File: config.mk
export PLATFORM = sky130hd
export DESIGN_NAME = sdl_mac
export DESIGN_NICKNAME = d
export VERILOG_FILES = /design/src/hw/rtl/sdl_pkg.sv /design/src/hw/rtl/sdl_mac.sv
export SDC_FILE = /design/constraint.sdc
export NUM_CORES = 1
export LEC_CHECK = 0
export ABC_AREA = 1
export BUFFER_PORTS_ARGS = -buffer_cell sky130_fd_sc_hd__buf_4
export CORE_MARGIN = 1
export CORE_UTILIZATION = 55
export CTS_BUF_LIST = sky130_fd_sc_hd__clkbuf_8
export DETAILED_ROUTE_END_ITERATION = 8
export PLACE_DENSITY = 0.78
export SLEW_MARGIN = 20
export SYNTH_ARGS = -nofsm -noshare
export SYNTH_HDL_FRONTEND = slang
export SYNTH_SLANG_ARGS = --single-unit
export TNS_END_PERCENT = 50
File: constraint.sdc
create_clock -name clk -period 7 [get_ports clk]
set_input_delay 0.7 -clock clk [delete_from_list [all_inputs] [get_ports clk]]
set_output_delay 0.7 -clock clk [all_outputs]
set_load 0.005 [all_outputs]
File: src/hw/rtl/sdl_pkg.sv
// Shared types, codes and elaboration-time sigmoid table helpers for the sparse dense layer.
`default_nettype none

package sdl_pkg;

  // Fixed field and datapath widths.
  localparam int COL_W = 10;
  localparam int ACC_W = 48;

  // Q32 value of e^-1, used to scale the exponential by whole units.
  localparam logic [63:0] EXP_M1_Q32 = 64'd1580030169;

  // Input item modes.
  typedef enum logic [1:0] {
    MODE_WEIGHT = 2'd0,
    MODE_BIAS   = 2'd1,
    MODE_ENTRY  = 2'd2,
    MODE_FLUSH  = 2'd3
  } mode_t;

  // Output activation kinds.
  typedef enum logic [1:0] {
    ACT_LINEAR  = 2'd0,
    ACT_RELU    = 2'd1,
    ACT_SIGMOID = 2'd2,
    ACT_LEAKY   = 2'd3
  } act_kind_t;

  // Configuration register indexes.
  localparam logic [1:0] CFG_ACT_KIND   = 2'd0;
  localparam logic [1:0] CFG_LEAKY_GAIN = 2'd1;
  localparam logic [1:0] CFG_OUT_COUNT  = 2'd2;

  // One input item.
  typedef struct packed {
    mode_t              mode;
    logic [5:0]         out_row;
    logic [9:0]         column_index;
    logic signed [15:0] weight_value;
    logic signed [31:0] bias_value;
    logic signed [15:0] feature_value;
    logic               last_entry;
  } in_item_t;

  // One result item.
  typedef struct packed {
    logic [5:0]         out_index;
    logic signed [31:0] out_value;
    logic               last_out;
  } out_item_t;

  // Per-pass controls for the multiply-accumulate unit.
  typedef struct packed {
    logic               opening;
    logic               col_ok;
    logic signed [15:0] feat;
  } mac_ctl_t;

  // Status back from the multiply-accumulate unit.
  typedef struct packed {
    logic shift;
    logic done;
  } mac_stat_t;

  // Activation settings.
  typedef struct packed {
    act_kind_t   kind;
    logic [15:0] gain;
  } act_cfg_t;

  // Request to push one accumulator into the activation pipeline.
  typedef struct packed {
    logic       launch;
    logic [5:0] index;
    logic       last;
  } act_req_t;

  // Restoring long division, used only while building constant tables.
  function automatic logic [63:0] udiv64(input logic [63:0] num, input logic [63:0] den);
    logic [63:0] q;
    logic [64:0] r;
    q = '0;
    r = '0;
    for (int i = 63; i >= 0; i--) begin
      r = {r[63:0], num[i]};
      if (r >= {1'b0, den}) begin
        r = r - {1'b0, den};
        q[i] = 1'b1;
      end
    end
    return q;
  endfunction

  // e^-t for a Q16.16 argument below 16, returned in Q32.
  function automatic logic [63:0] exp_neg_q32(input logic [31:0] t);
    logic [63:0]        f;
    logic [63:0]        term;
    logic [63:0]        r;
    logic signed [63:0] sum;
    logic [15:0]        n;
    f    = {32'd0, t[15:0], 16'd0};
    n    = t[31:16];
    term = 64'h1_0000_0000;
    sum  = 64'sh1_0000_0000;
    // Taylor series of the fractional part.
    for (int k = 1; k <= 14; k++) begin
      term = udiv64((term * f) >> 32, 64'(k));
      if ((k & 1) == 1) begin
        sum = sum - $signed(term);
      end else begin
        sum = sum + $signed(term);
      end
    end
    if (sum < 0) begin
      r = '0;
    end else begin
      r = $unsigned(sum);
    end
    // Scale by e^-1 once per whole unit.
    for (int k = 0; k < 16; k++) begin
      if (k < int'(n)) begin
        r = (r * EXP_M1_Q32 + 64'h8000_0000) >> 32;
      end
    end
    return r;
  endfunction

  // Sigmoid of the midpoint of bin j out of n bins over [-8,8), in unsigned Q0.16.
  function automatic logic [15:0] sig_entry(input int n, input int j);
    logic [63:0]        xo;
    logic [63:0]        t;
    logic [63:0]        e;
    logic [63:0]        den;
    logic [63:0]        num;
    logic signed [63:0] x;
    xo = udiv64(64'(2 * j + 1) << 20, 64'(2 * n));
    x  = $signed(xo) - 64'sd524288;
    if (x < 0) begin
      t = $unsigned(-x);
    end else begin
      t = $unsigned(x);
    end
    e   = exp_neg_q32(t[31:0]);
    den = 64'h1_0000_0000 + e;
    if (x >= 0) begin
      num = 64'h1_0000_0000_0000;
    end else begin
      num = e << 16;
    end
    return 16'(udiv64(num + (den >> 1), den));
  endfunction

endpackage

`default_nettype wire

File: src/hw/rtl/sdl_mac.sv
// Shared multiply-accumulate unit that updates the accumulator leaving the head of the chain.
`default_nettype none

module sdl_mac (
  input  wire logic                              clk,
  input  wire logic                              rst_n,
  input  wire logic                              issue,
  input  wire logic                              issue_last,
  input  wire sdl_pkg::mac_ctl_t                 ctl,
  input  wire logic [15:0]                       w_rdata,
  input  wire logic [31:0]                       b_rdata,
  input  wire logic signed [sdl_pkg::ACC_W-1:0]  head,
  output logic signed      [sdl_pkg::ACC_W-1:0]  upd,
  output sdl_pkg::mac_stat_t                     stat
);

  localparam int AW = sdl_pkg::ACC_W;

  logic               v1_r, v1_nxt;
  logic               v2_r, v2_nxt;
  logic               last1_r, last1_nxt;
  logic               last2_r, last2_nxt;
  logic signed [31:0] prod_r, prod_nxt;
  logic signed [31:0] bias_r, bias_nxt;
  logic signed [AW-1:0] base;
  logic signed [AW:0]   sum;

  // Stage one: the memories answer; form the product and hold the bias.
  always_comb begin
    v1_nxt    = issue;
    last1_nxt = issue_last;
    v2_nxt    = v1_r;
    last2_nxt = last1_r;
    bias_nxt  = $signed(b_rdata);
    if (ctl.col_ok) begin
      prod_nxt = $signed(w_rdata) * ctl.feat;
    end else begin
      prod_nxt = 32'sd0;
    end
  end

  always_ff @(posedge clk) begin
    if (!rst_n) begin
      v1_r <= 1'b0;
      v2_r <= 1'b0;
    end else begin
      v1_r <= v1_nxt;
      v2_r <= v2_nxt;
    end
  end

  always_ff @(posedge clk) begin
    last1_r <= last1_nxt;
    last2_r <= last2_nxt;
    prod_r  <= prod_nxt;
    bias_r  <= bias_nxt;
  end

  // Stage two: saturating add onto the head value, or onto the bias when a vector opens.
  always_comb begin
    if (ctl.opening) begin
      base = {{(AW - 32){bias_r[31]}}, bias_r};
    end else begin
      base = head;
    end
    sum = {base[AW-1], base} + {{(AW - 31){prod_r[31]}}, prod_r};
    if (sum[AW] != sum[AW-1]) begin
      upd = sum[AW] ? {1'b1, {(AW - 1){1'b0}}} : {1'b0, {(AW - 1){1'b1}}};
    end else begin
      upd = sum[AW-1:0];
    end
  end

  assign stat.shift = v2_r;
  assign stat.done  = v2_r && last2_r;

endmodule

`default_nettype wire

# [After elaboration in Yosys (flattened, before gate mapping)]
# Cells that the tools add are included.
# W data, S select, Z words.
[totals] register_bits=68 out_inout_bits=50 elab_cells=13
[classes] n_reduce_logical=1 n_mux=3 n_eq_ne=1 n_mul=1 add_sub_neg=1
[ops] op="$mux W48" n=3
[ops] op="$add A48 B32 Y49" n=1
[ops] op="$mul A16 B16 Y32" n=1
[ops] op="$logic_and A1 B1 Y1" n=1
[ops] op="$ne A1 B1 Y1" n=1

# [Depth between registers and ports, before layout]
[depth] word_depth=4 mapped_depth=28 depth_no_buf=26

# [Worst setup path before layout]
# No wires, ideal clock.
[synth_path] path_type="input-to-reg" startpoint="input ctl[5] (netlist name)" endpoint="register prod_r[27]" t_required_ns=6.887 path_buffers=2 path_stages=24 setup_slack_ns=1.058 t_arrival_ns=5.829 path_cell_list="clkbuf_1 -> clkbuf_1 -> nand2_1 -> fa_1 -> inv_1 -> fa_1 -> inv_1 -> fa_1 -> fa_1 -> inv_1 -> fa_1 -> inv_1 -> fa_1 -> inv_1 -> ha_1 -> nand2_1 -> nor2_1 -> inv_1 -> nor2_1 -> inv_1 -> o211ai_1 -> nand2_1 -> nand2_1 -> nor2_1"
[synth_via] elab_chain_cells=1
[synth_lines] element="from (decl)" line_no="sdl_mac.sv:9" text="input wire sdl_pkg::mac_ctl_t ctl,"
[synth_lines] element="$mul A16 B16 Y32" line_no="sdl_mac.sv:36" text="prod_nxt = $signed(w_rdata) * ctl.feat;"
[synth_lines] element="to (signal assigned)" line_no="sdl_mac.sv:55" text="prod_r <= prod_nxt;"
[synth_lines] element="to (decl)" line_no="sdl_mac.sv:23" text="logic signed [31:0] prod_r, prod_nxt;"
# No other way between the ends.
# A chain may end at the register's enable or synchronous reset.

# [Worst setup path in the final report]
[layout_path] startpoint="input ctl[1] (netlist name)" endpoint="register prod_r[26]"
# Same word-level chain as after synthesis.

==> impl_metrics.tcl <==
set metrics [dict create \
    syn2layout_area_growth_pct 9.56 \
    antennaDiodeCount 0 \
    reg2reg_from "v1_r" \
    syn_area_um2 17000 \
    post-route-min-period_ps 5930 \
    hpwl_um 41600 \
    cts-root-buf "clkbuf_8" \
    rows 63 \
    cts_made_buffers 9 \
    cts.path.max_buffers 2 \
    synth_warnings 0 \
    setup_viol 0 \
    synth_nets 2990 \
    cts.htree.levels 3 \
    die_area_um2 31500 \
    vias 15600 \
    relSlewSlack_pct 45.1 \
    routed_wl_um 48300 \
    yosysSeqAreaShare_pct 8.03 \
    dr.pass1.iters 6 \
    ys_ff_latch 68 \
    synth_edf_count 0 \
    cp-end-kind "flop" \
    synthArstFlopShare_pct 0 \
    clkTransAtPathRegs_ps 100 \
    path_class "in -> reg" \
    layout_common_cells "nand2_1, inv_1, fa_1, buf_4, nor2_1" \
    finalHoldViolations 0 \
    routabilityCongestion 0.988 \
    synth.avg_cell_area_um2 6.84 \
    grt-ovfl-total 0 \
    finalMaxSlewViolations 0 \
    synth-adder-area-share_pct 40.6 \
    grt_pass1_wl_um 79000 \
    worstMarginPinSlew_ps 822 \
    fin_cells 2976 \
    ios 168 \
    synthCells 2479 \
    hold_class "reg -> reg" \
    viasPerCell 5.25 \
    final.setup.tns_ps 0 \
    drtIter0Drc 1201 \
    synth.distinct_cells 36 \
    wl_per_cell_um 16.2 \
    maxCapViolCount 0 \
    nets 3092 \
    final_common_cell "nand2_1" \
    track_usage_pct 32.4 \
    cts_tree "done" \
    synth.mux.area_fraction_pct 1.99 \
    cp.arrival_ps 6220 \
    die_h_um 178 \
    grt_pass1_vias 15600 \
    drc 0 \
    startpoint_type "input pin" \
    crit_fanout 16 \
    antenna_found_initial 0 \
    postCtsHoldBufs 0 \
    post-place-ws_ps 734 \
    rsz0062_at_grt "false" \
    core_um2 30000 \
    clock_latency_ps 380 \
    outcome "finished clean" \
    crit_start "ctl[1]" \
    fmax_ghz 0.169 \
    cts_setup_buffers 0 \
    setup_ws_ps 1070 \
    clock-sinks 68 \
    fin_crit_sh_pct 84.7 \
    initial_core_util_pct 56.6 \
    synth_top_family_by_area "adder cells" \
    worstHoldStart "last1_r" \
    place_inst 2960 \
    cts.repair.resized 0 \
    synth_compound_area_share_pct 6.24 \
    die_w_um 178 \
    drive_gt1_share_pct 11.3 \
    synthXorXnorAreaFrac_pct 2.12 \
    drt.antenna.violating_nets 0 \
    synth-main-ff-cell "dfxtp_1" \
    grt_max_degree 51 \
    synthSimpleGateAreaFrac_pct 24.5 \
    required_ps 7290 \
    clock_skew_ps 7.91 \
    portBuffers 167 \
]
[sequential cells by signal (all words and copies together) (netlist names)]
name	count
v1_r	1
v2_r	1
last1_r	1
prod_r	32
bias_r	32
last2_r	1
[cells by family (layout without fill, tap and decap cells)]
group                    after synthesis  after routing
multiplexers                          30             30
AO/OA/AOI/OAI                        200            200
buffers and inverters                727            834
flip-flops                            68             68
adder cells (fa/ha/maj)              393            393
AND/OR/NAND/NOR                     1020           1020
XOR/XNOR                              41             41
[synth_stat cells (5+ instances only)]
library cell	n	area, µm²
fa_1	263	5270
xor2_1	26	228
o21bai_1	12	90.1
ha_1	130	1630
nor2_1	146	548
buf_2	5	25.0
inv_2	17	63.8
nand4_1	23	144
nor3_1	9	45.0
inv_1	630	2360
clkbuf_1	63	236
buf_1	5	18.8
a21oi_1	106	531
xnor2_1	15	131
nand3_1	56	280
mux2_2	30	338
nor2_2	8	50.1
nand2_1	722	2710
dfxtp_1	68	1360
o21ai_0	71	355
nand2_2	44	275
[metal layers]
| metal | vias to the layer above | part of all wire (%) | global-route usage [%] | routed length (µm) |
|---|---|---|---|---|
| met5 | - | 0 | 0 | 0 |
| met4 | 0 | 2.0 | 7.19 | 970 |
| met3 | 70 | 8.5 | 4.33 | 4090 |
| met2 | 646 | 45 | 51.6 | 21900 |
| met1 | 7481 | 44 | 46.6 | 21300 |
| li1 | 7434 | - | - | - |
[stage by stage]
| step | utilization, % | area (µm²) | hold slack, ps |
|---|---|---|---|
| after floorplan | - | 17000 | 310 |
| after global placement | 61.3 | 18400 | 315 |
| after detailed placement | 61.3 | 18400 | 319 |
| after CTS | 62.0 | 18600 | 330 |
| after global routing | 62.0 | 18600 | 339 |
| final | 62.0 | 18600 | 326 |
[worst paths after layout]
check,endpoint,slack [ps],depth (start not counted)
max,prod_r[26],1070,20
min,last2_r,330,0
min reg2reg,last2_r,330,0
max reg2reg,v2_r,6510,2
[worst max-delay path: stages]
cell and delay [ps]:
buf_4 180, nand2_1 130, inv_1 100, fa_1 640
fa_1 750, inv_1 200, fa_1 460, fa_1 540
inv_1 60, fa_1 530, inv_1 50, fa_1 470
inv_1 40, ha_1 350, nand3_1 170, nor2_1 210
nand4_1 160, nand3_1 180, o21ai_0 100, a21oi_1 190
[layout make-up]
cell class | count | area, µm²
fillers | 2813 | 11400
clock inverters | 7 | 100
well taps | 390 | 488
repair buffers | 170 | 1280
clock buffers | 9 | 124
flip-flops and latches | 68 | 1360
inverters | 648 | 2430
multi-input cells | 1684 | 12800
Power is not shown: default switching activity piles up to over one toggle a cycle in this logic, so the estimate is an artifact.
