## src/hw/rtl/sdl_pkg.sv

```systemverilog
// Shared types, codes and elaboration-time sigmoid table helpers for the sparse dense layer.
`default_nettype none

package sdl_pkg;

  // Fixed field and datapath widths.
  localparam int COL_W = 10;
  localparam int ACC_W = 48;

  // Q32 value of e^-1, used to scale the exponential by whole units.
  localparam logic [63:0] EXP_M1_Q32 = 64'd1580030169;

  // Input item modes.
  typedef enum logic [1:0] {
    MODE_WEIGHT = 2'd0,
    MODE_BIAS   = 2'd1,
    MODE_ENTRY  = 2'd2,
    MODE_FLUSH  = 2'd3
  } mode_t;

  // Output activation kinds.
  typedef enum logic [1:0] {
    ACT_LINEAR  = 2'd0,
    ACT_RELU    = 2'd1,
    ACT_SIGMOID = 2'd2,
    ACT_LEAKY   = 2'd3
  } act_kind_t;

  // Configuration register indexes.
  localparam logic [1:0] CFG_ACT_KIND   = 2'd0;
  localparam logic [1:0] CFG_LEAKY_GAIN = 2'd1;
  localparam logic [1:0] CFG_OUT_COUNT  = 2'd2;

  // One input item.
  typedef struct packed {
    mode_t              mode;
    logic [5:0]         out_row;
    logic [9:0]         column_index;
    logic signed [15:0] weight_value;
    logic signed [31:0] bias_value;
    logic signed [15:0] feature_value;
    logic               last_entry;
  } in_item_t;

  // One result item.
  typedef struct packed {
    logic [5:0]         out_index;
    logic signed [31:0] out_value;
    logic               last_out;
  } out_item_t;

  // Per-pass controls for the multiply-accumulate unit.
  typedef struct packed {
    logic               opening;
    logic               col_ok;
    logic signed [15:0] feat;
  } mac_ctl_t;

  // Status back from the multiply-accumulate unit.
  typedef struct packed {
    logic shift;
    logic done;
  } mac_stat_t;

  // Activation settings.
  typedef struct packed {
    act_kind_t   kind;
    logic [15:0] gain;
  } act_cfg_t;

  // Request to push one accumulator into the activation pipeline.
  typedef struct packed {
    logic       launch;
    logic [5:0] index;
    logic       last;
  } act_req_t;

  // Restoring long division, used only while building constant tables.
  function automatic logic [63:0] udiv64(input logic [63:0] num, input logic [63:0] den);
    logic [63:0] q;
    logic [64:0] r;
    q = '0;
    r = '0;
    for (int i = 63; i >= 0; i--) begin
      r = {r[63:0], num[i]};
      if (r >= {1'b0, den}) begin
        r = r - {1'b0, den};
        q[i] = 1'b1;
      end
    end
    return q;
  endfunction

  // e^-t for a Q16.16 argument below 16, returned in Q32.
  function automatic logic [63:0] exp_neg_q32(input logic [31:0] t);
    logic [63:0]        f;
    logic [63:0]        term;
    logic [63:0]        r;
    logic signed [63:0] sum;
    logic [15:0]        n;
    f    = {32'd0, t[15:0], 16'd0};
    n    = t[31:16];
    term = 64'h1_0000_0000;
    sum  = 64'sh1_0000_0000;
    // Taylor series of the fractional part.
    for (int k = 1; k <= 14; k++) begin
      term = udiv64((term * f) >> 32, 64'(k));
      if ((k & 1) == 1) begin
        sum = sum - $signed(term);
      end else begin
        sum = sum + $signed(term);
      end
    end
    if (sum < 0) begin
      r = '0;
    end else begin
      r = $unsigned(sum);
    end
    // Scale by e^-1 once per whole unit.
    for (int k = 0; k < 16; k++) begin
      if (k < int'(n)) begin
        r = (r * EXP_M1_Q32 + 64'h8000_0000) >> 32;
      end
    end
    return r;
  endfunction

  // Sigmoid of the midpoint of bin j out of n bins over [-8,8), in unsigned Q0.16.
  function automatic logic [15:0] sig_entry(input int n, input int j);
    logic [63:0]        xo;
    logic [63:0]        t;
    logic [63:0]        e;
    logic [63:0]        den;
    logic [63:0]        num;
    logic signed [63:0] x;
    xo = udiv64(64'(2 * j + 1) << 20, 64'(2 * n));
    x  = $signed(xo) - 64'sd524288;
    if (x < 0) begin
      t = $unsigned(-x);
    end else begin
      t = $unsigned(x);
    end
    e   = exp_neg_q32(t[31:0]);
    den = 64'h1_0000_0000 + e;
    if (x >= 0) begin
      num = 64'h1_0000_0000_0000;
    end else begin
      num = e << 16;
    end
    return 16'(udiv64(num + (den >> 1), den));
  endfunction

endpackage

`default_nettype wire

```

## src/hw/rtl/sdl_cell.sv

```systemverilog
// One accumulator cell of the rotating accumulator chain.
`default_nettype none

module sdl_cell (
  input  wire logic                              clk,
  input  wire logic                              rst_n,
  input  wire logic                              shift,
  input  wire logic signed [sdl_pkg::ACC_W-1:0]  d,
  output logic signed      [sdl_pkg::ACC_W-1:0]  q
);

  logic signed [sdl_pkg::ACC_W-1:0] acc_r;
  logic signed [sdl_pkg::ACC_W-1:0] acc_nxt;

  // Take the neighbor's value whenever the chain moves.
  always_comb begin
    acc_nxt = shift ? d : acc_r;
  end

  always_ff @(posedge clk) begin
    if (!rst_n) begin
      acc_r <= '0;
    end else begin
      acc_r <= acc_nxt;
    end
  end

  assign q = acc_r;

endmodule

`default_nettype wire

```

## config.mk

```make
export PLATFORM = sky130hd
export DESIGN_NAME = sdl_cell
export DESIGN_NICKNAME = d
export VERILOG_FILES = /design/src/hw/rtl/sdl_pkg.sv /design/src/hw/rtl/sdl_cell.sv
export SDC_FILE = /design/constraint.sdc
export NUM_CORES = 1
export LEC_CHECK = 0
export BUFFER_PORTS_ARGS = -buffer_cell sky130_fd_sc_hd__buf_2
export CAP_MARGIN = 0
export CORE_MARGIN = 2
export CORE_UTILIZATION = 40
export DETAILED_ROUTE_END_ITERATION = 8
export PLACE_DENSITY = 0.7
export SKIP_LAST_GASP = 1
export SYNTH_ARGS = -nofsm -noshare
export SYNTH_HDL_FRONTEND = slang
export SYNTH_SLANG_ARGS = --single-unit
```

## constraint.sdc

```tcl
create_clock -name clk -period 1.1 [get_ports clk]
set_clock_uncertainty 0.2 [all_clocks]
set_input_delay 0.11 -clock clk [delete_from_list [all_inputs] [get_ports clk]]
set_output_delay 0.11 -clock clk [all_outputs]
set_load 0.03 [all_outputs]
```

# --- Yosys cells after proc, flatten, opt, wreduce, memory -nomap -nowiden ---
# Cells that the tools add are included.
word_totals:
  elab_cells: 1
  regBits: 48
  in_bits: 51
  out_inout_bits: 48

# --- Depth between registers and ports, before layout ---
# Gate-level depths: netlist (run 1).
logic_depth:
  word_depth: 0
  mapped_depth: 5
  ltp_nobuf: 2

# --- Least setup slack after synthesis (run 1) ---
# OpenSTA, ideal clock, no wires.
synth_path:
  path_type: "in2reg"
  from: "in shift"
  to: "reg acc_r (netlist bit q[26])"
  slack_ns: 0.084
  required_ns: 0.784
  t_arrival_ns: 0.700
  setup_ns: 0.116
  cell_stages: 5
  path_buffers: 3
  path_cell_list: "buf_4 buf_12 buf_12 mux2i_1 nor2b_1"
synth_lines:
  columns: ["element", "line_no", "source"]
  rows:
  - ["start: declaration", "sdl_cell.sv:7", "input wire logic shift,"]
  - ["end signal: assignment", "sdl_cell.sv:24", "acc_r <= acc_nxt;"]
  - ["end: declaration", "sdl_cell.sv:12", "logic signed [sdl_pkg::ACC_W-1:0] acc_r;"]

# --- Worst setup path in the final report (run 1) ---
layout_path:
  from: "reg acc_r (netlist bit q[38])"
  to: "out q[38] (netlist name)"
layout_lines:
  columns: ["element", "line_no", "source"]
  rows:
  - ["end: declaration", "sdl_cell.sv:9", "output logic signed [sdl_pkg::ACC_W-1:0] q"]
# No word-level cell between the ends.

==> metrics.txt, run 1 <==
die area=0.00517 sq mm; leakage dissipation=0.00159 uW; synthesized net count=206; slew at the pin with the worst max-slew slack=0.650 ns; max-slew violation total from the final report=0; count of TritonRoute iterations in the first routing pass=4; Post-synth ARST share=0; Crit path buffers/inverters=1; synth top area cells=dfxtp_1 52%, mux2i_1 26%, nor2b_1 16%; Largest register FFs=48; period utilization=0.995; Core Box Area=0.00441 sq mm; portion of the post-synthesis area used by sequential elements=0.521; antenna violation net count after detailed routing=0; final setup vio count=0; detailed router's first-iteration violation count=68; Crit path arrival time=0.78 ns; setup repair after global routing missed its margin=yes; horizontal extent of the die=71.9 microns; power density relative to cell area=1270 mW/mm^2; via count of the first global-routing pass=1703; wire length of the first global-routing pass=8000 microns; chip height=71.9 microns; number of clock buffers inserted by TritonCTS=5; worst-path cell with the longest stage delay=dfxtp_2; worst vdd ir=0.856 mV; maximum number of pins on one net before global-route repair=49; critical path type=register to primary output; number of top-level pins=99; synthesized area=0.00185 sq mm; maximum single-stage delay on the critical path=0.35 ns; run status=finished, final reports clean; register bit total from synthesis=48; kind of cell adding the most delay to the critical path=flip-flops; post-route setup slack=0.00515 ns; overall via count from detail_route=1636; Min Hold Slack=0.175 ns; Via density=4.57; Cell variety after synth=7; count of H-tree levels built during CTS=2; area overhead of the layout relative to synthesis=82.2%; min cycle time layout=1.09 ns; required time worst endpoint=0.79 ns; R2R setup slack=0.12 ns; number of standard cells after synthesis=155; Worst-path clk slew=0.08 ns; global placer's final weighted congestion=0.718; count of port buffers added during placement=98; final standard cell count with taps included and fillers excluded=358; area leader, netlist=dfxtp_1; total overflow reported by the global router=0; TritonCTS clock tree=yes; top-area cell type share of the netlist area=0.521; maximum buffer depth of the clock tree=2; reg-to-reg critical path endpoint=q[30]; Mean Syn Cell Area=11.9 sq um; maximum fanout count along the critical path=2; estimated wirelength of the detail-placed design=2540 microns; Setup Slack @ Placement=-0.0330 ns; number of warnings reported in the yosys synthesis log=0; ordered cell list for the critical path=buf_6; path type of the worst min-delay path=input port to register; share of layout cells above drive strength 1=0.529; Register-to-Register Path Depth=3; NumNets Final=356; root cell of the clock tree=clkbuf_8; All-Layer GR Usage=0.205; Clock Sinks=48; peak clock frequency supported by timing=913 MHz; antenna violations before repair=0; top cell types by occurrence after synthesis=48 x dfxtp_1, 48 x mux2i_1, 48 x nor2b_1; Setup crit start kind=register; Post-synth EDFFs=0; number of max-cap violations=0; Post-Route WL=5130 microns; source of the worst register-to-register timing path=q[30]; hold endpoint=q[43]; initial core utilization=0.418; standard-cell row count=24; cell count of the worst hold path=4; kind of end point of the critical path=primary output; number of diodes=0; clock latency on the worst-skew pair=0.29 ns; number of design rule violations left after detail routing=0; average wire per standard cell=14.3 microns; number of hold-slack violations in the final timing report=0; Worst slew margin=0.567; cell count after placement=298; hold wc startpoint=shift; dominant register cell in the synthesized netlist=dfxtp_1
cell usage in the layout (no fill, tap or decap):
cell / synthesis / layout
buf_2: 2 / 50
mux2i_1: 48 / 48
nor2b_1: 48 / 48
dlygate4sd3_1: 0 / 48
buf_6: 0 / 48
dfxtp_2: 0 / 48
clkbuf_8: 0 / 7
buf_4: 3 / 5
buf_12: 3 / 3
bufinv_16: 0 / 1
stage by stage:
step                setup TNS (ns)  instance area (sq um)  total power (uW)   util
finish                           0                   3360              4260  0.762
global route                -0.508                   3360              4450  0.762
CTS                              0                   3330              4260  0.755
detailed placement         -0.0791                   2360              2600  0.536
global placement                 0                   2360              2600  0.536
floorplan                        0                   1850              2390      -
worst max path at each step:
stage                     start    end  cells after the start
after floorplan           shift  q[26]                      5
after global placement    rst_n  q[18]                      2
after detailed placement  rst_n  q[17]                      2
after CTS                 q[17]  q[17]                      1
after global routing      q[38]  q[38]                      1
final                     q[38]  q[38]                      1
cells by family after synthesis:
group | share of synthesized area
AND/OR/NAND/NOR | 0.163
flip-flops | 0.521
multiplexers | 0.260
buffers and inverters | 0.0563
where the power goes:
| part | switching, uW | internal [uW] |
|---|---|---|
| Clock | 569 | 802 |
| Combinational | 434 | 522 |
| Sequential | 75.2 | 1860 |
cell type report:
cell class              count  area (sq um)
repair buffers            154          1370
fillers                   286          1050
flip-flops and latches     48          1020
multi-input cells          96           781
clock buffers               7          96.3
well taps                  52          65.1
clock inverters             1          30.0
metal layers:
metal | track usage | routed length (microns) | vias up
met3 | 0.0653 | 361 | 10
met4 | 0.0839 | 106 | 0
met1 | 0.218 | 1930 | 746
met2 | 0.374 | 2730 | 72
met5 | 0 | 0 | -
li1 | - | - | 808
timing repair:
action	in CTS	in global routing
gates cloned	0	0
buffers inserted	0	4
setup endpoints to repair	48	45
resized for setup	144	0
hold buffers	48	0
endpoints found under the hold margin	48	0
pin swaps	0	0
Note: power is estimated with default switching activity, not from simulation.
==> run 2, diff against run 1 <==
Settings changed: SETUP_SLACK_MARGIN set to 0.5.
==> metrics.txt, run 2 (synthesis gave the netlist of run 1 again) <==
count of TritonRoute iterations in the first routing pass=4 (unchanged); Worst-path clk slew=0.08 ns (about the same); number of diodes=0 (unchanged); final setup vio count=0 (unchanged); Worst slew margin=0.734 (+0.167); slew at the pin with the worst max-slew slack=0.399 ns (-0.251 ns); total overflow reported by the global router=0 (unchanged); detailed router's first-iteration violation count=54 (-21%); wire length of the first global-routing pass=6490 microns (-19%); initial core utilization=0.418 (unchanged); Crit path arrival time=0.78 ns (about the same); estimated wirelength of the detail-placed design=2660 microns (+4.7%); global placer's final weighted congestion=0.714 (-0.54%); Setup crit start kind=register; maximum single-stage delay on the critical path=0.37 ns (+0.02 ns); Largest register FFs=48 (unchanged); part of the total power dissipated in the clock network=0.316 (-0.005); most common cell after layout, fill and taps aside=buf_6; Post-Route WL=4120 microns (-20%); placed cell area=0.00253 sq mm (+7.1%); run status=finished, violations left; commonest non-fill, non-tap cells in the layout=50 x buf_6, 49 x buf_2, 48 x nor2b_1, 48 x dfxtp_4, 46 x mux2i_1; count of port buffers added during placement=98 (unchanged); overall via count from detail_route=1379 (-16%); critical path launch point=q[44]; average wire per standard cell=13.4 microns (-6.7%); Total Neg Setup Slack=0 ns (unchanged); reg-to-reg critical path endpoint=q[12]; source of the worst register-to-register timing path=q[12]; worst-path cell with the longest stage delay=dfxtp_4; horizontal extent of the die=71.9 microns (unchanged); peak clock frequency supported by timing=916 MHz (+0.33%); Combinational Power Share=0.206 (-0.018); maximum number of pins on one net before global-route repair=49 (unchanged); TritonCTS clock tree=yes; root cell of the clock tree=clkbuf_8; count of H-tree levels built during CTS=2 (unchanged); Core Box Area=0.00441 sq mm (unchanged); min cycle time layout=1.09 ns (-0.00363 ns); number of logic stages on the critical path including buffering=1 (unchanged); number of top-level pins=99 (unchanged); Register-to-Register Path Depth=3 (unchanged); cell count of the worst hold path=3 (-1); R2R setup slack=0.13 ns (about the same); design area=0.00298 sq mm (-11%); ordered cell list for the critical path=buf_6; All-Layer GR Usage=0.160 (-0.0451); antenna violations before repair=0 (unchanged); via count of the first global-routing pass=1431 (-16%); kind of cell adding the most delay to the critical path=flip-flops; Crit path buffers/inverters=1 (unchanged); kind of end point of the critical path=primary output; maximum fanout count along the critical path=2 (unchanged); NumNets Final=306 (-14%); number of design rule violations left after detail routing=0 (unchanged); die area=0.00517 sq mm (unchanged); setup repair after global routing missed its margin=yes; critical path type=register to primary output; maximum buffer depth of the clock tree=2 (unchanged); Util after Layout=0.674 (-0.0873); period utilization=0.992 (-0.00330); cell internal power dissipation=2880 uW (-9.7%); path type of the worst min-delay path=input port to register; violations in the final reports=negative hold slack; number of max-cap violations=0 (unchanged); standard-cell row count=24 (unchanged); Min Hold Slack=-0.127 ns (-0.302 ns); chip height=71.9 microns (unchanged); area overhead of the layout relative to synthesis=61.3%; power density relative to cell area=1320 mW/mm^2 (+3.7%); leakage dissipation=0.00138 uW (-13%); Psw=1040 uW (-3.8%); switching portion of total power=0.265 (+0.0121); Setup crit end=q[44]; number of hold-slack violations in the final timing report=48 (+48); required time worst endpoint=0.79 ns (about the same); portion of total power attributed to sequential cells=0.478 (+0.024); number of clock buffers inserted by TritonCTS=5 (unchanged); worst vdd ir=0.738 mV (-14%); Via density=4.48 (-2.0%); Setup Slack @ Placement=-0.0507 ns (-0.0177 ns); antenna violation net count after detailed routing=0 (unchanged); max-slew violation total from the final report=0 (unchanged); Clock Sinks=48 (unchanged); clock latency on the worst-skew pair=0.29 ns (about the same); share of layout cells above drive strength 1=0.633 (+0.103); post-route setup slack=0.00878 ns (+0.00363 ns)
## run 2: power groups by stage
| stage | logic (uW) | registers (uW) | clock network, uW |
|---|---|---|---|
| 6_report | 807 | 1870 | 1240 |
| 3_3_place_gp | 668 | 1880 | 0 |
| 4_1_cts | 794 | 1870 | 1280 |
| 3_5_place_dp | 675 | 1880 | 0 |
| 5_1_grt | 860 | 1880 | 1360 |
| 2_1_floorplan | 255 | 2100 | 0 |
## run 2: cell type report
type | count | area, sq um
clock inverter | 3 | 42.5
sequential | 48 | 1140
fill | 340 | 1440
tap | 52 | 65.1
clock buffer | 5 | 68.8
timing repair buffer | 104 | 871
multi-input combinational | 96 | 788
## run 2: per-layer routing
metal,share of wire,GRT usage
met2,0.51,0.281
met4,0.010,0.0566
met5,0,0
met1,0.42,0.192
met3,0.065,0.0375
## run 2: repair_timing
item | 4_1_cts | 5_1_grt
endpoints found under the hold margin | 48 | 48
setup buffers | 0 | 2
setup endpoints to repair | 96 | 96
resized for setup | 96 | 5
## run 2: worst min-delay path by stage
stage          startpoint    end  slack [ns]
2_1_floorplan        d[0]   q[0]        0.08
3_3_place_gp        d[14]  q[14]        0.16
3_5_place_dp        d[33]  q[33]        0.17
4_1_cts             d[33]  q[33]       -0.14
5_1_grt             d[19]  q[19]       -0.13
6_report            d[46]  q[46]       -0.13
## run 2: per-stage QoR
step	cells	power [uW]
2_1_floorplan	155	2350
6_report	308	3920
3_5_place_dp	298	2560
3_3_place_gp	298	2550
4_1_cts	306	3950
5_1_grt	308	4110
