### src/hw/rtl/sdl_pkg.sv
// Shared types, codes and elaboration-time sigmoid table helpers for the sparse dense layer.
`default_nettype none

package sdl_pkg;

  // Fixed field and datapath widths.
  localparam int COL_W = 10;
  localparam int ACC_W = 48;

  // Q32 value of e^-1, used to scale the exponential by whole units.
  localparam logic [63:0] EXP_M1_Q32 = 64'd1580030169;

  // Input item modes.
  typedef enum logic [1:0] {
    MODE_WEIGHT = 2'd0,
    MODE_BIAS   = 2'd1,
    MODE_ENTRY  = 2'd2,
    MODE_FLUSH  = 2'd3
  } mode_t;

  // Output activation kinds.
  typedef enum logic [1:0] {
    ACT_LINEAR  = 2'd0,
    ACT_RELU    = 2'd1,
    ACT_SIGMOID = 2'd2,
    ACT_LEAKY   = 2'd3
  } act_kind_t;

  // Configuration register indexes.
  localparam logic [1:0] CFG_ACT_KIND   = 2'd0;
  localparam logic [1:0] CFG_LEAKY_GAIN = 2'd1;
  localparam logic [1:0] CFG_OUT_COUNT  = 2'd2;

  // One input item.
  typedef struct packed {
    mode_t              mode;
    logic [5:0]         out_row;
    logic [9:0]         column_index;
    logic signed [15:0] weight_value;
    logic signed [31:0] bias_value;
    logic signed [15:0] feature_value;
    logic               last_entry;
  } in_item_t;

  // One result item.
  typedef struct packed {
    logic [5:0]         out_index;
    logic signed [31:0] out_value;
    logic               last_out;
  } out_item_t;

  // Per-pass controls for the multiply-accumulate unit.
  typedef struct packed {
    logic               opening;
    logic               col_ok;
    logic signed [15:0] feat;
  } mac_ctl_t;

  // Status back from the multiply-accumulate unit.
  typedef struct packed {
    logic shift;
    logic done;
  } mac_stat_t;

  // Activation settings.
  typedef struct packed {
    act_kind_t   kind;
    logic [15:0] gain;
  } act_cfg_t;

  // Request to push one accumulator into the activation pipeline.
  typedef struct packed {
    logic       launch;
    logic [5:0] index;
    logic       last;
  } act_req_t;

  // Restoring long division, used only while building constant tables.
  function automatic logic [63:0] udiv64(input logic [63:0] num, input logic [63:0] den);
    logic [63:0] q;
    logic [64:0] r;
    q = '0;
    r = '0;
    for (int i = 63; i >= 0; i--) begin
      r = {r[63:0], num[i]};
      if (r >= {1'b0, den}) begin
        r = r - {1'b0, den};
        q[i] = 1'b1;
      end
    end
    return q;
  endfunction

  // e^-t for a Q16.16 argument below 16, returned in Q32.
  function automatic logic [63:0] exp_neg_q32(input logic [31:0] t);
    logic [63:0]        f;
    logic [63:0]        term;
    logic [63:0]        r;
    logic signed [63:0] sum;
    logic [15:0]        n;
    f    = {32'd0, t[15:0], 16'd0};
    n    = t[31:16];
    term = 64'h1_0000_0000;
    sum  = 64'sh1_0000_0000;
    // Taylor series of the fractional part.
    for (int k = 1; k <= 14; k++) begin
      term = udiv64((term * f) >> 32, 64'(k));
      if ((k & 1) == 1) begin
        sum = sum - $signed(term);
      end else begin
        sum = sum + $signed(term);
      end
    end
    if (sum < 0) begin
      r = '0;
    end else begin
      r = $unsigned(sum);
    end
    // Scale by e^-1 once per whole unit.
    for (int k = 0; k < 16; k++) begin
      if (k < int'(n)) begin
        r = (r * EXP_M1_Q32 + 64'h8000_0000) >> 32;
      end
    end
    return r;
  endfunction

  // Sigmoid of the midpoint of bin j out of n bins over [-8,8), in unsigned Q0.16.
  function automatic logic [15:0] sig_entry(input int n, input int j);
    logic [63:0]        xo;
    logic [63:0]        t;
    logic [63:0]        e;
    logic [63:0]        den;
    logic [63:0]        num;
    logic signed [63:0] x;
    xo = udiv64(64'(2 * j + 1) << 20, 64'(2 * n));
    x  = $signed(xo) - 64'sd524288;
    if (x < 0) begin
      t = $unsigned(-x);
    end else begin
      t = $unsigned(x);
    end
    e   = exp_neg_q32(t[31:0]);
    den = 64'h1_0000_0000 + e;
    if (x >= 0) begin
      num = 64'h1_0000_0000_0000;
    end else begin
      num = e << 16;
    end
    return 16'(udiv64(num + (den >> 1), den));
  endfunction

endpackage

`default_nettype wire

### src/hw/rtl/sdl_act.sv
// Stallable activation pipeline that turns accumulator values into result items.
`default_nettype none

module sdl_act #(
  parameter int SIG_N = 256
) (
  input  wire logic                              clk,
  input  wire logic                              rst_n,
  input  wire sdl_pkg::act_req_t                 req,
  input  wire logic signed [sdl_pkg::ACC_W-1:0]  head,
  input  wire sdl_pkg::act_cfg_t                 cfg,
  output logic                                   ready,
  output logic                                   out_valid,
  input  wire logic                              out_stall,
  output sdl_pkg::out_item_t                     out_item
);

  localparam int AW  = sdl_pkg::ACC_W;
  localparam int SIW = $clog2(SIG_N);
  localparam int NBW = $clog2(SIG_N + 1);
  localparam int SPW = 20 + NBW;

  // Sigmoid table, one entry per bin over [-8,8).
  logic [15:0] sig_rom [SIG_N];

  for (genvar j = 0; j < SIG_N; j++) begin : g_rom
    localparam logic [15:0] ENTRY = sdl_pkg::sig_entry(SIG_N, j);
    assign sig_rom[j] = ENTRY;
  end

  logic adv;

  // Stage A registers.
  logic                 va_r, va_nxt;
  logic signed [AW-1:0] s_a_r, s_a_nxt;
  logic [AW-1:0]        m_a_r, m_a_nxt;
  logic [5:0]           k_a_r, k_a_nxt;
  logic                 last_a_r, last_a_nxt;

  // Stage B registers.
  logic                 vb_r, vb_nxt;
  logic                 neg_b_r, neg_b_nxt;
  logic                 lo_b_r, lo_b_nxt;
  logic                 hi_b_r, hi_b_nxt;
  logic [31:0]          sat_b_r, sat_b_nxt;
  logic [39:0]          pl_b_r, pl_b_nxt;
  logic [39:0]          ph_b_r, ph_b_nxt;
  logic [SIW-1:0]       idx_b_r, idx_b_nxt;
  logic [5:0]           k_b_r, k_b_nxt;
  logic                 last_b_r, last_b_nxt;

  // Output register.
  logic                 out_valid_r, out_valid_nxt;
  sdl_pkg::out_item_t   out_item_r, out_item_nxt;

  logic [19:0]          u;
  logic [SPW-1:0]       sprod;
  logic [63:0]          p;
  logic [47:0]          q;
  logic [31:0]          leaky_v;
  logic [31:0]          sig_v;
  logic [31:0]          val;

  // The whole pipeline moves when the output register is free or being taken.
  assign adv   = !out_valid_r || !out_stall;
  assign ready = adv;

  // Stage A: capture the head value and its negation.
  always_comb begin
    va_nxt     = req.launch;
    s_a_nxt    = head;
    m_a_nxt    = $unsigned(-head);
    k_a_nxt    = req.index;
    last_a_nxt = req.last;
  end

  // Stage B: range flags, 32-bit saturation, leaky partial products and table index.
  always_comb begin
    vb_nxt     = va_r;
    neg_b_nxt  = s_a_r[AW-1];
    lo_b_nxt   = s_a_r < -(48'sd524288);
    hi_b_nxt   = s_a_r >= 48'sd524288;
    if (!s_a_r[AW-1] && (s_a_r[AW-2:31] != '0)) begin
      sat_b_nxt = 32'h7FFF_FFFF;
    end else if (s_a_r[AW-1] && (s_a_r[AW-2:31] != '1)) begin
      sat_b_nxt = 32'h8000_0000;
    end else begin
      sat_b_nxt = s_a_r[31:0];
    end
    pl_b_nxt   = 40'(m_a_r[23:0]) * 40'(cfg.gain);
    ph_b_nxt   = 40'(m_a_r[47:24]) * 40'(cfg.gain);
    u          = {~s_a_r[19], s_a_r[18:0]};
    sprod      = SPW'(u) * SPW'(SIG_N);
    idx_b_nxt  = sprod[20 +: SIW];
    k_b_nxt    = k_a_r;
    last_b_nxt = last_a_r;
  end

  // Output stage: finish the leaky product and select by activation kind.
  always_comb begin
    p = {ph_b_r, 24'd0} + 64'(pl_b_r) + 64'd65535;
    q = p[63:16];
    if (q > 48'h0000_8000_0000) begin
      leaky_v = 32'h8000_0000;
    end else begin
      leaky_v = 32'd0 - q[31:0];
    end
    if (lo_b_r) begin
      sig_v = 32'd0;
    end else if (hi_b_r) begin
      sig_v = 32'h0001_0000;
    end else begin
      sig_v = {16'd0, sig_rom[idx_b_r]};
    end
    case (cfg.kind)
      sdl_pkg::ACT_LINEAR:  val = sat_b_r;
      sdl_pkg::ACT_RELU:    val = neg_b_r ? 32'd0 : sat_b_r;
      sdl_pkg::ACT_SIGMOID: val = sig_v;
      sdl_pkg::ACT_LEAKY:   val = neg_b_r ? leaky_v : sat_b_r;
      default:              val = sat_b_r;
    endcase
    out_valid_nxt          = vb_r;
    out_item_nxt.out_index = k_b_r;
    out_item_nxt.out_value = $signed(val);
    out_item_nxt.last_out  = last_b_r;
  end

  always_ff @(posedge clk) begin
    if (!rst_n) begin
      va_r        <= 1'b0;
      vb_r        <= 1'b0;
      out_valid_r <= 1'b0;
    end else if (adv) begin
      va_r        <= va_nxt;
      vb_r        <= vb_nxt;
      out_valid_r <= out_valid_nxt;
    end
  end

  always_ff @(posedge clk) begin
    if (adv) begin
      s_a_r      <= s_a_nxt;
      m_a_r      <= m_a_nxt;
      k_a_r      <= k_a_nxt;
      last_a_r   <= last_a_nxt;
      neg_b_r    <= neg_b_nxt;
      lo_b_r     <= lo_b_nxt;
      hi_b_r     <= hi_b_nxt;
      sat_b_r    <= sat_b_nxt;
      pl_b_r     <= pl_b_nxt;
      ph_b_r     <= ph_b_nxt;
      idx_b_r    <= idx_b_nxt;
      k_b_r      <= k_b_nxt;
      last_b_r   <= last_b_nxt;
      out_item_r <= out_item_nxt;
    end
  end

  assign out_valid = out_valid_r;
  assign out_item  = out_item_r;

endmodule

`default_nettype wire
### config.mk
export PLATFORM = sky130hd
export DESIGN_NAME = sdl_act
export DESIGN_NICKNAME = d
export VERILOG_FILES = /design/src/hw/rtl/sdl_pkg.sv /design/src/hw/rtl/sdl_act.sv
export SDC_FILE = /design/constraint.sdc
export NUM_CORES = 2
export LEC_CHECK = 0
export ABC_AREA = 0
export BUFFER_PORTS_ARGS = -buffer_cell sky130_fd_sc_hd__buf_2
export CAP_MARGIN = 20
export CORE_MARGIN = 5
export CORE_UTILIZATION = 58
export CTS_CLUSTER_DIAMETER = 100
export DETAILED_ROUTE_END_ITERATION = 10
export PLACE_DENSITY = 0.75
export SLEW_MARGIN = 30
export SYNTH_ARGS = -nofsm -noshare
export SYNTH_HDL_FRONTEND = slang
export SYNTH_SLANG_ARGS = --single-unit
### constraint.sdc
create_clock -name clk -period 20.4 [get_ports clk]
set_input_delay 2.04 -clock clk [delete_from_list [all_inputs] [get_ports clk]]
set_output_delay 2.04 -clock clk [all_outputs]
set_load 0.005 [all_outputs]
; After elaboration in Yosys (flattened, before gate mapping)
; Memory sizes are Yosys's and may differ from the RTL's.
; Cells that the tools add are included.
[word_totals]
latchBits = 0
regBits = 275
output_inout_bits = 41
wordCells = 53
n_memories = 1
in_bits = 77
romBits = 4096
ram_bits = 0
[mem_list]
columns = name, words, width, rd, rd_ports_with_merged_regs, wr, line
row1 = (no name shown), 256, 16, 1, 0, 0, sdl_act.sv:113  ; sig_v = {16'd0, sig_rom[idx_b_r]};
[classes]
add_sub_neg = 4
bitwise_logic = 2
mul = 2
n_div = 0
n_mux = 9
n_eq_ne = 4
magnitude_cmp = 4
n_reduce_logical = 8
shifts = 0
[ops]
columns = op, count
row1 = two-way mux 32 bit, 4
row2 = case mux 32 bit (4 select lines), 1
row3 = multiplier 24 x 16 -> 40 bit, 2
row4 = adder 64 x 16 -> 64 bit (second input constant), 1
row5 = adder 64 x 40 -> 64 bit, 1
row6 = greater-or-equal comparator 48 x 21 -> 1 bit (second input constant), 1
row7 = greater-than comparator 48 x 32 -> 1 bit (second input constant), 1
row8 = < comparator 48 x 20 -> 1 bit (second input constant), 1
row9 = negator 48 bit, 1
row10 = two-way mux 17 bit, 2
row11 = two-way mux 16 bit, 2
row12 = subtractor 1 x 32 -> 32 bit (first input constant), 1
row13 = inequality test 16 bit (second input constant), 1
row14 = nonzero test 16 bit, 1
row15 = greater-or-equal comparator 9 bit (second input constant), 1
row16 = inverter 8 -> 9 bit, 1
row17 = equality test 2 bit (second input constant), 2
row18 = zero test 1 bit, 3
row19 = equality test 2 x 1 -> 1 bit (second input constant), 1
row20 = logical AND 1 bit, 2
row21 = zero test 2 bit, 1
row22 = logical OR 1 bit, 1
row23 = inverter 1 bit, 1

; Depth between registers and ports, before layout
[logic_depth]
word_depth = 7
ltp_mapped = 26

; Worst setup path after synthesis
; No wires, ideal clock.
[synth_path]
path_type = input port to output port
startpoint = in out_stall
endpoint = out ready
cell_stages = 1
arrival_ns = 7.771
slack_ns = 10.589
cell_sequence = nand2_1
[synth_via]
elab_chain_len = 2
[synth_rtl]
columns = item, line
row1 = from (decl), sdl_act.sv:14  ; input wire logic out_stall,
row2 = zero test 1 bit, sdl_act.sv:65  ; assign adv = !out_valid_r || !out_stall;
row3 = logical OR 1 bit, sdl_act.sv:65
row4 = to (decl), sdl_act.sv:12  ; output logic ready,
; No other way between the ends.

; Final worst setup path
[layout_path]
startpoint = in cfg[3] (netlist bit)
endpoint = reg ph_b_r[38], data pin
[layout_via]
elab_chain_len = 1
[layout_rtl]
columns = item, line
row1 = from (decl), sdl_act.sv:11  ; input wire sdl_pkg::act_cfg_t cfg,
row2 = multiplier 24 x 16 -> 40 bit, sdl_act.sv:91  ; ph_b_nxt = 40'(m_a_r[47:24]) * 40'(cfg.gain);
row3 = via ph_b_nxt[38], sdl_act.sv:47  ; logic [39:0] ph_b_r, ph_b_nxt;
row4 = to (signal assigned), sdl_act.sv:151  ; ph_b_r <= ph_b_nxt;
row5 = to (decl), sdl_act.sv:47
; The timed path passes the listed nets, and every way through them passes these cells.
; A chain may end at the register's enable or synchronous reset.

==> results.cfg <==
[status]
status = finished with violations
failed_checks = design-rule violations

[worst_setup_path]
critical_path_arrival_ps = 9110
crit_path_end_kind = flip-flop
worstReg2RegEnd = ph_b_r[38]
reg2reg_depth = 23
critPathSlowestCell = fa_1
cpMostUsedCell = fa_1
cp_max_fo = 48
crit_type = in -> reg
crit_path_max_incr_delay_ps = 590
cp_cell_sequence = buf_2 -> buf_4 -> nand2_1 -> fa_1 -> fa_1 -> fa_1 -> inv_1 -> fa_1 -> fa_1 -> inv_1 -> fa_1 -> inv_1 -> ha_1 -> a21o_1 -> a2111o_1 -> a31oi_1 -> o31ai_1 -> o221a_2 -> nand4_1 -> o21ai_0 -> o41ai_1 -> o2111ai_1 -> a21oi_1 -> xnor2_1
crit_required_ps = 20730
crit_family = adder cells
cp.buffers_inverters = 5
startpoint_type = input pin
rrSetupSlack_ps = 12780
reg2reg_from = m_a_r[31]

[sta]
maxSlewHeadroom = 0.336
skew_ps = 12.1
fin_ws_ps = 11620
period_needed_ps = 8780
drv_slew = 0
fmax_mhz = 114
fin_setup_tns_ps = 0
rsz0062_at_grt = false
max_slew.worst_pin.slew_ps = 991
finalSetupViolCount = 0
finalHoldViolCount = 0
timing.final.crit_share = 0.430

[hold_path]
holdCritPathClass = reg -> reg
hold_depth = 0
holdCritStartpoint = k_b_r[2]
min_to = out_item[35]

[synth]
synth_compound_area_frac = 0.109
synth_commonest_cells = inv_1, nand2_1, fa_1
synth-seq-area-share = 0.203
netlist_area_um2 = 40300
yosysUniqueCellTypes = 95
synth_top_area_share = 0.304
synth_top_family_by_area = adder cells
synthCells = 4378
synth.area.mux_share = 0.00748
synth_top_flop_cell = edfxtp_1
synthArstFlopShare = 0
ys.warnings.count = 0
synth_most_common_cell = inv_1
netlist_top_cells_area = fa_1, edfxtp_1, ha_1
synthAdderAreaFrac = 0.386
synth_xor_area_frac = 0.0352
yosys.area_share.simple = 0.167
synth_top_area_cell = fa_1
synth_edf_count = 271
syn_area_per_cell_um2 = 9.21
ys_seq_elements = 274
syn_nets = 5330

[placement]
port_buffers = 117
place_area_um2 = 41500
gp_congestion = 1.01
pre_cts_slack_ps = 10930
dpl.hpwl_um = 82400

[floorplanning]
fp.coreArea_um2 = 68800
start_util = 0.586
chipWidth_um = 274
pin_count = 118
die_y_um = 274
dieArea_um2 = 74900
num_rows = 96

[cells_and_area]
final_util = 0.618
area_growth_pct = 5.54
fin_area_um2 = 42500
drive_gt1_frac = 0.0581
final_nets = 5285

[clock_network]
cts_tree = yes
cts_resized = 0
numCtsBuffers = 29
clock_latency_ps = 580
post_cts_buffers = 0
cts_buffer_depth = 3
ctsHoldBuffers = 0
path_clk_slew_ps = 70
h-tree-depth = 1
root_buffer = clkbuf_16
clock-sinks = 274

[detailed_routing]
wl_per_cell_um = 21.5
vias_per_cell = 6.00
routed_wirelength_um = 114000
antenna_left = 0
routed-via-count = 31700
drtPass1Iterations = 10
drcViolationCount = 2
drtIter0Drc = 3434

[global_route]
first_global_vias = 32100
grt_pass1_wl_um = 180000
grt_usage = 0.306
grt_max_degree = 176
grt_overflow = 0
antenna_found_initial = 3

[flow_run]
drv_cap = 0
-- area by class of cell --
type / instances / area, um^2
multi-input cells: 3120 / 28400
fillers: 5803 / 26300
flip-flops and latches: 274 / 8200
inverters: 746 / 2800
well taps: 931 / 1160
repair buffers: 162 / 953
clock buffers: 29 / 726
clock inverters: 24 / 269
diodes: 7 / 17.5
-- cell families after synthesis --
logic type / after synthesis
multiplexers: 20
AND/OR/NAND/NOR: 1396
flip-flops: 274
AO/OA/AOI/OAI: 666
adder cells (fa/ha/maj): 876
buffers and inverters: 984
XOR/XNOR: 162
-- flip-flops by register name (all words and copies together), names as in the netlist, 6 cells and up --
| signal | count |
|---|---|
| s_a_r | 48 |
| ph_b_r | 40 |
| idx_b_r | 8 |
| k_b_r | 6 |
| sat_b_r | 32 |
| k_a_r | 6 |
| pl_b_r | 40 |
| m_a_r | 47 |
| out_item | 39 |
-- worst max-delay path by stage --
stage	startpoint	to	slack, ps	cells past startpoint
after floorplan	out_stall	ready	10590	1
after global placement	cfg[4]	ph_b_r[38]	11030	24
after detailed placement	cfg[4]	ph_b_r[38]	10930	24
after CTS	cfg[4]	ph_b_r[38]	11530	24
after global routing	cfg[3]	ph_b_r[38]	11210	24
final	cfg[3]	ph_b_r[38]	11620	24
-- placed cells by master, fill, tap and decap left out, types with 26 or more instances in the layout --
master / instances
buf_2: 113
nor4_1: 26
inv_1: 742
edfxtp_1: 271
nand2_1: 633
xnor2_1: 117
buf_4: 47
ha_1: 263
o211ai_1: 26
a21oi_1: 166
o21a_1: 47
nor2b_1: 30
nor2_1: 155
nand3_1: 42
and2_1: 326
nor3_1: 59
a31oi_1: 27
a21o_1: 41
clkbuf_16: 29
xor2_1: 45
a211oi_1: 29
fa_1: 612
o21ai_0: 146
-- per-layer routing --
layer / wire length (um) / vias up / part of all wire / GRT usage
li1: - / 14000 / - / -
met1: 45600 / 15700 / 0.40 / 0.428
met2: 51600 / 1727 / 0.45 / 0.479
met3: 12200 / 269 / 0.11 / 0.0650
met4: 4100 / 2 / 0.036 / 0.102
met5: 13 / - / 0.00011 / 0
-- per-stage QoR --
stage	cells	hold slack, ps
2_1_floorplan	4378	400
3_3_place_gp	5232	400
3_5_place_dp	5232	405
4_1_cts	5285	419
5_1_grt	5286	422
6_report	5293	417
Power is not shown: default switching activity piles up to over one toggle a cycle in this logic, so the estimate is an artifact.
